### src/rtl/bounded_deque_core_macros.svh
// ----------------------------------------------------------------------------
// Bounded deque assertion macros
// Shared concurrent assertion wrappers for the bounded deque RTL. Defining
// ASSERT_OFF compiles every assertion away.
// ----------------------------------------------------------------------------
`ifndef BOUNDED_DEQUE_CORE_MACROS_SVH
`define BOUNDED_DEQUE_CORE_MACROS_SVH

`ifndef ASSERT_OFF
// Checked on every clock edge outside reset.
`define BDQ_ASSERT(label, clk, rst, prop, msg) \
   label: assert property (@(posedge clk) disable iff (rst) prop) else $error(msg);
// Checked on every clock edge, reset included.
`define BDQ_ASSERT_NR(label, clk, prop, msg) \
   label: assert property (@(posedge clk) prop) else $error(msg);
`else
`define BDQ_ASSERT(label, clk, rst, prop, msg)
`define BDQ_ASSERT_NR(label, clk, prop, msg)
`endif

`endif

### src/rtl/bdq_pkg.sv
// ----------------------------------------------------------------------------
// Bounded deque package
// Operation codes, result status codes, controller states and the control
// bundle that the pointer unit hands to the top level.
// ----------------------------------------------------------------------------
package bdq_pkg;

   localparam int DATA_W   = 32;
   localparam int OPCODE_W = 3;
   localparam int STATUS_W = 2;

   typedef enum logic [OPCODE_W-1:0] {
      OP_PUSH_FRONT  = 3'd0,
      OP_PUSH_BACK   = 3'd1,
      OP_WRITE_FRONT = 3'd2,
      OP_WRITE_BACK  = 3'd3,
      OP_POP_FRONT   = 3'd4,
      OP_POP_BACK    = 3'd5,
      OP_CLEAR       = 3'd6
   } op_type;

   typedef enum logic [STATUS_W-1:0] {
      STATUS_OK    = 2'd0,
      STATUS_EMPTY = 2'd1,
      STATUS_FULL  = 2'd2
   } status_type;

   typedef enum logic {
      STATE_IDLE = 1'b0,
      STATE_READ = 1'b1
   } state_type;

   // Memory strobes are already qualified by the input handshake.
   typedef struct packed {
      logic       mem_wr;
      logic       mem_rd;
      status_type status;
   } ctrl_type;

endpackage

### src/rtl/bdq_ram.sv
// ----------------------------------------------------------------------------
// Bounded deque entry memory
// Single-port-write, single-port-read synchronous memory with a registered
// read port, so a read word appears in the cycle after its address.
// ----------------------------------------------------------------------------
module bdq_ram
   import bdq_pkg::*;
#(
   parameter int DEPTH = 16,
   localparam int AW = (DEPTH > 1) ? $clog2(DEPTH) : 1
) (
   input  logic              clock,
   input  logic              wr_en,
   input  logic [AW-1:0]     wr_addr,
   input  logic [DATA_W-1:0] wr_data,
   input  logic              rd_en,
   input  logic [AW-1:0]     rd_addr,
   output logic [DATA_W-1:0] rd_data
);

   logic [DATA_W-1:0] mem_ff [DEPTH];
   logic [DATA_W-1:0] rd_data_ff;

   always_ff @(posedge clock) begin
      if (wr_en) begin
         mem_ff[wr_addr] <= wr_data;
      end
   end

   always_ff @(posedge clock) begin
      if (rd_en) begin
         rd_data_ff <= mem_ff[rd_addr];
      end
   end

   assign rd_data = rd_data_ff;

endmodule

### src/rtl/bdq_ptr.sv
// ----------------------------------------------------------------------------
// Bounded deque pointer unit
// Holds the front index and the fill count, decodes the operation, works out
// the entry address and the status, and updates both registers on a beat.
// ----------------------------------------------------------------------------
`include "bounded_deque_core_macros.svh"

module bdq_ptr
   import bdq_pkg::*;
#(
   parameter int DEPTH = 16,
   localparam int AW = (DEPTH > 1) ? $clog2(DEPTH) : 1,
   localparam int CW = $clog2(DEPTH + 1)
) (
   input  logic                clock,
   input  logic                reset,
   input  logic                accept,
   input  logic [OPCODE_W-1:0] opcode,
   output ctrl_type            ctrl,
   output logic [AW-1:0]       wr_addr,
   output logic [AW-1:0]       rd_addr,
   output logic [CW-1:0]       count_next,
   output logic [CW-1:0]       count_now
);

   localparam int SW = AW + 1;

   logic [AW-1:0] front_ff;
   logic [AW-1:0] front_in;
   logic [CW-1:0] count_ff;
   logic [CW-1:0] count_in;

   logic          empty;
   logic          full;
   logic [AW-1:0] front_dec;
   logic [AW-1:0] front_inc;
   logic [SW-1:0] tail_sum;
   logic [SW-1:0] back_sum;
   logic [SW-1:0] tail_wrap;
   logic [SW-1:0] back_wrap;
   logic [AW-1:0] tail_idx;
   logic [AW-1:0] back_idx;
   logic          do_wr;
   logic          do_rd;
   status_type    status;

   assign empty = (count_ff == '0);
   assign full  = (count_ff == CW'(DEPTH));

   assign front_dec = (front_ff == '0) ? AW'(DEPTH - 1) : front_ff - AW'(1);
   assign front_inc = (front_ff == AW'(DEPTH - 1)) ? '0 : front_ff + AW'(1);

   // Both sums stay below twice the depth whenever their index is used, so one conditional subtract wraps.
   assign tail_sum  = SW'(front_ff) + SW'(count_ff);
   assign back_sum  = tail_sum - SW'(1);
   assign tail_wrap = (tail_sum >= SW'(DEPTH)) ? tail_sum - SW'(DEPTH) : tail_sum;
   assign back_wrap = (back_sum >= SW'(DEPTH)) ? back_sum - SW'(DEPTH) : back_sum;
   assign tail_idx  = tail_wrap[AW-1:0];
   assign back_idx  = back_wrap[AW-1:0];

   always_comb begin
      front_in = front_ff;
      count_in = count_ff;
      wr_addr  = front_ff;
      rd_addr  = front_ff;
      do_wr    = 1'b0;
      do_rd    = 1'b0;
      status   = STATUS_OK;
      unique case (op_type'(opcode))
         OP_PUSH_FRONT: begin
            if (full) begin
               status = STATUS_FULL;
            end else begin
               do_wr    = 1'b1;
               wr_addr  = front_dec;
               front_in = front_dec;
               count_in = count_ff + CW'(1);
            end
         end
         OP_PUSH_BACK: begin
            if (full) begin
               status = STATUS_FULL;
            end else begin
               do_wr    = 1'b1;
               wr_addr  = tail_idx;
               count_in = count_ff + CW'(1);
            end
         end
         OP_WRITE_FRONT: begin
            if (empty) begin
               status = STATUS_EMPTY;
            end else begin
               do_wr = 1'b1;
            end
         end
         OP_WRITE_BACK: begin
            if (empty) begin
               status = STATUS_EMPTY;
            end else begin
               do_wr   = 1'b1;
               wr_addr = back_idx;
            end
         end
         OP_POP_FRONT: begin
            if (empty) begin
               status = STATUS_EMPTY;
            end else begin
               do_rd    = 1'b1;
               front_in = front_inc;
               count_in = count_ff - CW'(1);
            end
         end
         OP_POP_BACK: begin
            if (empty) begin
               status = STATUS_EMPTY;
            end else begin
               do_rd    = 1'b1;
               rd_addr  = back_idx;
               count_in = count_ff - CW'(1);
            end
         end
         OP_CLEAR: begin
            front_in = '0;
            count_in = '0;
         end
         default: begin
         end
      endcase
   end

   assign ctrl.mem_wr = do_wr & accept;
   assign ctrl.mem_rd = do_rd & accept;
   assign ctrl.status = status;
   assign count_next  = count_in;
   assign count_now   = count_ff;

   always_ff @(posedge clock) begin
      if (reset) begin
         front_ff <= '0;
         count_ff <= '0;
      end else if (accept) begin
         front_ff <= front_in;
         count_ff <= count_in;
      end
   end

   `BDQ_ASSERT(a_count_bound, clock, reset, count_ff <= CW'(DEPTH), "fill count above depth")
   `BDQ_ASSERT(a_rd_nonempty, clock, reset, ctrl.mem_rd |-> (count_ff != '0), "pop read on empty")
   `BDQ_ASSERT(a_front_bound, clock, reset, front_ff <= AW'(DEPTH - 1), "front index out of range")
   `BDQ_ASSERT_NR(a_reset_empty, clock, $past(reset) |-> (count_ff == '0), "count not cleared")

endmodule

### src/rtl/bounded_deque_core.sv
// ----------------------------------------------------------------------------
// Bounded deque core
// Double-ended queue of signed 32-bit words kept as a ring in one
// synchronous memory, with one result beat for every request beat.
// ----------------------------------------------------------------------------
// A request beat carries an opcode in req_tuser and a word in req_tdata; each
// one produces exactly one response beat with a status, the popped word (zero
// unless a pop succeeded) and the occupancy after the operation. Pushes,
// overwrites, clear and the unused opcode finish in the cycle they are taken,
// so a stream of them runs at one beat per cycle while rsp_tready is high. A
// pop that finds data waits for the memory word, which arrives in the cycle
// after the address; no request is taken until it is loaded. A push into
// a full queue returns status full and is dropped; an overwrite or pop on an
// empty queue returns status empty and changes nothing. The response sits in
// an output register, so a new request is taken while an earlier response is
// still being drained, provided that register empties in the same cycle. No
// memory clearing pass is needed after reset: only entries inside the
// occupied ring are ever read, and each of them was written first.
// ----------------------------------------------------------------------------
`include "bounded_deque_core_macros.svh"

module bounded_deque_core
   import bdq_pkg::*;
#(
   parameter int DEPTH = 16,
   localparam int AW = (DEPTH > 1) ? $clog2(DEPTH) : 1,
   localparam int CW = $clog2(DEPTH + 1),
   localparam int RSP_W = ((DATA_W + CW + 7) / 8) * 8
) (
   input  logic                clock,
   input  logic                reset,
   // Request channel.
   input  logic                req_tvalid,
   output logic                req_tready,
   input  logic [DATA_W-1:0]   req_tdata,   // [31:0] value
   input  logic [OPCODE_W-1:0] req_tuser,   // [2:0] opcode
   // Response channel.
   output logic                rsp_tvalid,
   input  logic                rsp_tready,
   output logic [RSP_W-1:0]    rsp_tdata,   // [31:0] popped_value, then occupancy
   output logic [STATUS_W-1:0] rsp_tuser    // [1:0] status
);

   ctrl_type      ctrl;
   logic [AW-1:0] wr_addr;
   logic [AW-1:0] rd_addr;
   logic [CW-1:0] count_next;
   logic [CW-1:0] count_now;
   logic [DATA_W-1:0] rd_data;

   state_type state_ff;
   state_type state_in;

   logic              out_valid_ff;
   logic              out_valid_in;
   status_type        out_status_ff;
   status_type        out_status_in;
   logic [DATA_W-1:0] out_popped_ff;
   logic [DATA_W-1:0] out_popped_in;
   logic [CW-1:0]     out_occ_ff;
   logic [CW-1:0]     out_occ_in;
   logic              out_load;

   logic out_free;
   logic accept;

   // The output register can take a new beat when it is empty or draining.
   assign out_free   = !out_valid_ff || rsp_tready;
   assign req_tready = (state_ff == STATE_IDLE) && out_free;
   assign accept     = req_tvalid && req_tready;

   bdq_ptr #(
      .DEPTH(DEPTH)
   ) u_ptr (
      .clock      (clock),
      .reset      (reset),
      .accept     (accept),
      .opcode     (req_tuser),
      .ctrl       (ctrl),
      .wr_addr    (wr_addr),
      .rd_addr    (rd_addr),
      .count_next (count_next),
      .count_now  (count_now)
   );

   bdq_ram #(
      .DEPTH(DEPTH)
   ) u_ram (
      .clock   (clock),
      .wr_en   (ctrl.mem_wr),
      .wr_addr (wr_addr),
      .wr_data (req_tdata),
      .rd_en   (ctrl.mem_rd),
      .rd_addr (rd_addr),
      .rd_data (rd_data)
   );

   // Only one request is in flight, so while waiting on the memory the
   // pointer unit's count already holds the occupancy after the pop.
   always_comb begin
      state_in      = state_ff;
      out_load      = 1'b0;
      out_status_in = out_status_ff;
      out_popped_in = out_popped_ff;
      out_occ_in    = out_occ_ff;
      unique case (state_ff)
         STATE_IDLE: begin
            if (accept) begin
               if (ctrl.mem_rd) begin
                  state_in = STATE_READ;
               end else begin
                  out_load      = 1'b1;
                  out_status_in = ctrl.status;
                  out_popped_in = '0;
                  out_occ_in    = count_next;
               end
            end
         end
         STATE_READ: begin
            if (out_free) begin
               state_in      = STATE_IDLE;
               out_load      = 1'b1;
               out_status_in = STATUS_OK;
               out_popped_in = rd_data;
               out_occ_in    = count_now;
            end
         end
         default: begin
            state_in = STATE_IDLE;
         end
      endcase
      out_valid_in = out_load || (out_valid_ff && !rsp_tready);
   end

   always_ff @(posedge clock) begin
      if (reset) begin
         state_ff     <= STATE_IDLE;
         out_valid_ff <= 1'b0;
      end else begin
         state_ff     <= state_in;
         out_valid_ff <= out_valid_in;
      end
   end

   always_ff @(posedge clock) begin
      if (out_load) begin
         out_status_ff <= out_status_in;
         out_popped_ff <= out_popped_in;
         out_occ_ff    <= out_occ_in;
      end
   end

   assign rsp_tvalid = out_valid_ff;
   assign rsp_tuser  = out_status_ff;
   assign rsp_tdata  = {{(RSP_W - DATA_W - CW){1'b0}}, out_occ_ff, out_popped_ff};

   `BDQ_ASSERT(a_pop_waits, clock, reset, ctrl.mem_rd |=> (state_ff == STATE_READ), "pop did not wait on memory")
   `BDQ_ASSERT(a_read_loads, clock, reset, (state_ff == STATE_READ && out_free) |=> (rsp_tvalid && rsp_tuser == STATUS_OK), "pop result not loaded")

endmodule
### config.mk
export PLATFORM = sky130hd
export DESIGN_NAME = bounded_deque_core
export DESIGN_NICKNAME = d
export VERILOG_FILES = /design/src/rtl/bdq_pkg.sv /design/src/rtl/bdq_ram.sv /design/src/rtl/bdq_ptr.sv /design/src/rtl/bounded_deque_core.sv
export VERILOG_INCLUDE_DIRS = /design/src /design/src/rtl
export SDC_FILE = /design/constraint.sdc
export NUM_CORES = 1
export LEC_CHECK = 0
export BUFFER_PORTS_ARGS = -buffer_cell sky130_fd_sc_hd__buf_2
export CAP_MARGIN = 20
export CORE_MARGIN = 3
export CORE_UTILIZATION = 24
export CTS_CLUSTER_SIZE = 12
export DETAILED_ROUTE_END_ITERATION = 6
export GPL_TIMING_DRIVEN = 0
export HOLD_SLACK_MARGIN = 0.08
export PLACE_DENSITY_LB_ADDON = 0.1
export SYNTH_ARGS = -nofsm -noshare
export SYNTH_HDL_FRONTEND = slang
export SYNTH_SLANG_ARGS = --single-unit
export TNS_END_PERCENT = 20
### constraint.sdc
create_clock -name clock -period 7.4 [get_ports clock]
set_input_delay 1.48 -clock clock [delete_from_list [all_inputs] [get_ports clock]]
set_output_delay 1.48 -clock clock [all_outputs]
set_load 0.01 [all_outputs]
==> results.yml <==
worst_setup_path:
  crit_type: "reg2reg"
  crit_arrival_ps: 7440
  cp_max_fo: 10
  crit_path_max_incr_delay_ps: 670
  cpMostUsedCell: "clkbuf_1"
  path_cells: "ha_1 > inv_1 > clkbuf_1 > clkbuf_1 > buf_1 > ha_1 > inv_1 > clkbuf_1 > clkbuf_2 > clkbuf_1 > nand2_1 > o2111ai_1 > a22oi_1 > a22oi_1 > o211ai_1"
  crit_slowest_cell: "clkbuf_1"
  worstSetupStartpointType: "flip-flop"
  required_ps: 7680
  worstSetupEndpointType: "flip-flop"
placed_design:
  numPortBuffers: 79
  dpl.hpwl_mm: 98.9
  dp_cells: 4467
  gp_congestion: 0.877
synth:
  synth_largest_area_cell: "edfxtp_1"
  synth.top_cell.area_share_pct: 57.4
  synth_top_family_by_area: "compound AO/OA/AOI/OAI gates"
  yosys-top-cells-area: "edfxtp_1 57%, a21oi_1 4.5%, nand2_1 3.3%"
  ys_seq_area_share_pct: 58.1
  yosysUniqueCellTypes: 77
  synthMuxAreaShare_pct: 3.37
  synth_area_per_cell_um2: 11.4
  synth_xor_area_share_pct: 0.267
  yosys_warnings: 0
  synth_fa_ha_area_share_pct: 0.435
  synthCells: 2671
  synth.cell_area_um2: 30500
  synth_compound_area_share_pct: 24.3
  synthArstFlopShare_pct: 0
  ys_ff_latch: 594
  ys.flop_type: "edfxtp_1"
  synth-simple-area-share_pct: 8.61
  synth_edf_count: 583
clock_network:
  holdBufCountCts: 0
  numCtsBuffers: 77
  cts.htree.levels: 3
  clk_latency_ps: 650
  path_clk_slew_ps: 60
  cts_tree: "built"
  clockRootBuffer: "clkbuf_16"
  post_cts_resize_count: 0
  clock_path_buffers: 3
  postCtsSetupBuffers: 0
  cts_sinks: 594
timing:
  finalCritPeriodShare_pct: 96.7
  max_freq_ghz: 0.140
  slew_viol_final: 0
  max-slew-margin-rel_pct: 15.8
  clock_skew_ps: 32.3
  setup_viol: 0
  whs_ps: 517
  rsz0062_at_grt: "no"
  tightest_slew_ps: 1260
  finalCriticalPeriod_ps: 7160
  finalHoldViolations: 0
global_routing:
  antenna_found_initial: 5
  grt_usage_pct: 20.2
  grt_max_degree: 25
  grt_first_pass_wirelength_mm: 192
  first_global_vias: 25400
  grt-ovfl-total: 0
detailed_routing:
  first_pass_iters: 6
  drt-vias-per-instance: 5.60
  routed_wl_mm: 136
  vias: 25800
  drc: 0
  drtAntennaViolNets: 0
  initialDrtViolationCount: 3028
  drt-wirelength-per-cell_um: 29.6
layout:
  final_nets: 2947
  final_util_pct: 28.8
  post_route_cells_drive_above_1_share_pct: 11.6
  final_cells: 4609
  area_delta_synth_final_pct: 19.0
  final_cell_mix: "583 x edfxtp_1, 275 x a21oi_1, 270 x nand2_1, 224 x clkbuf_1, 130 x a211oi_1"
  final_common_cell: "edfxtp_1"
floorplan:
  start_util_pct: 24.2
  dieHeight_um: 363
  core_area_um2: 126000
  die_w_um: 363
  die_area_um2: 131000
  rows: 130
  ioPinCount: 83
job:
  drv_cap: 0
status:
  status: "completed"
power:
  power_leakage_nw: 11.7
  max-vdd-ir-drop_mv: 0.146
  powerDensity_nw_per_um2: 255
hold_path:
  hp-class: "reg2reg"
-- per-stage QoR --
| step | TNS [ps] | power, mW | worst slack [ps] | area [um^2] |
|---|---|---|---|---|
| 2_1_floorplan | 0 | 4.81 | 1790 | 30500 |
| 3_3_place_gp | -1249970 | 5.62 | -3120 | 33000 |
| 3_5_place_dp | 0 | 5.66 | 29.5 | 33900 |
| 4_1_cts | 0 | 9.34 | 21.2 | 36300 |
| 5_1_grt | 0 | 9.60 | 41.5 | 36300 |
| 6_report | 0 | 9.27 | 245 | 36300 |
-- registers in the layout, indices dropped and copies added (netlist names) --
signal / flops
rsp_tuser: 2
out_occ_ff: 5
u_ram.rd_data: 32
out_popped_ff: 32
state_ff: 1
rsp_tvalid: 1
u_ram.mem_ff: 512
u_ptr.front_ff: 4
u_ptr.count_now: 5
-- Yosys cell counts (3+ instances only) --
cell type  number
a221oi_1       34
nor2b_1         8
and2_1         65
a311o_1        34
buf_2          35
nand3_1        76
o22ai_1         8
a211o_1        61
a221oi_2        3
nand2_1       270
nor4_1          3
and3_1          3
mux2i_1        97
clkbuf_1      203
edfxtp_1      583
a221o_1        32
xor2_1          3
a2111oi_0      66
inv_1          75
a22oi_1        93
o2111ai_1      62
o21ai_0        83
nor3_1         22
mux2_2          5
a311oi_1        3
a211oi_1      130
nor2_1         57
dfxtp_1        11
ha_1            9
a31oi_1         6
nand2b_1        5
a21o_1         32
or2_2           3
nand4_1        34
buf_6          10
buf_4           7
o211ai_1       97
a21oi_1       276
buf_1          21
-- logic make-up (layout without fill, tap and decap cells) --
family          after synthesis  in the layout
compound gates             1043           1043
other cells                   1              6
xor+xnor                      6              6
flops                       594            594
buf+inv                     354            637
fa+ha+maj                    10             10
simple gates                561            561
mux                         102            102
-- report_power, final --
part / switching (mW) / total (mW) / internal, mW
sequential: 0.0202 / 3.78 / 3.76
clock: 1.53 / 3.64 / 2.12
combinational: 1.38 / 1.84 / 0.467
total: 2.92 / 9.27 / 6.35
-- final cells by class --
type	instances	area [um^2]
Clock inverter	37	340
Antenna cell	3	7.51
Multi-Input combinational cell	1725	11400
Inverter	77	289
Fill cell	13100	89600
Clock buffer	100	2030
Sequential cell	594	17700
Tap cell	1650	2060
Buffer	277	1200
Timing Repair Buffer	146	1230
-- layer usage --
layer | share of wire [%] | GRT usage (%) | up-vias
li1 | - | - | 11100
met1 | 44 | 27.7 | 13100
met2 | 44 | 31.2 | 1349
met3 | 7.1 | 3.51 | 247
met4 | 4.5 | 8.69 | 0
met5 | 0 | 0 | -
-- critical path: cells and delay by family (launching register included) --
family | cells | cell delay (ps)
buffers and inverters | 8 | 4100
DFF | 1 | 500
adders and majority gates | 2 | 940
and+or+nand+nor | 1 | 150
AOI/OAI and AO/OA | 4 | 1080
-- worst paths after layout --
| path | start | to | slack, ps | depth (start not counted) |
|---|---|---|---|---|
| hold reg to reg | u_ram.rd_data[30]$_DFFE_PP_ | out_popped_ff[30]$_SDFFCE_PN0P_ | 520 | 1 |
| setup / recovery | u_ptr.count_now[0]$_SDFFE_PP0P_ | u_ram.rd_data[2]$_DFFE_PP_ | 240 | 15 |
| hold / removal | u_ram.rd_data[30]$_DFFE_PP_ | out_popped_ff[30]$_SDFFCE_PN0P_ | 520 | 1 |
| setup reg to reg | u_ptr.count_now[0]$_SDFFE_PP0P_ | u_ram.rd_data[2]$_DFFE_PP_ | 240 | 15 |
No activity file was read; power rests on OpenSTA's default activity.
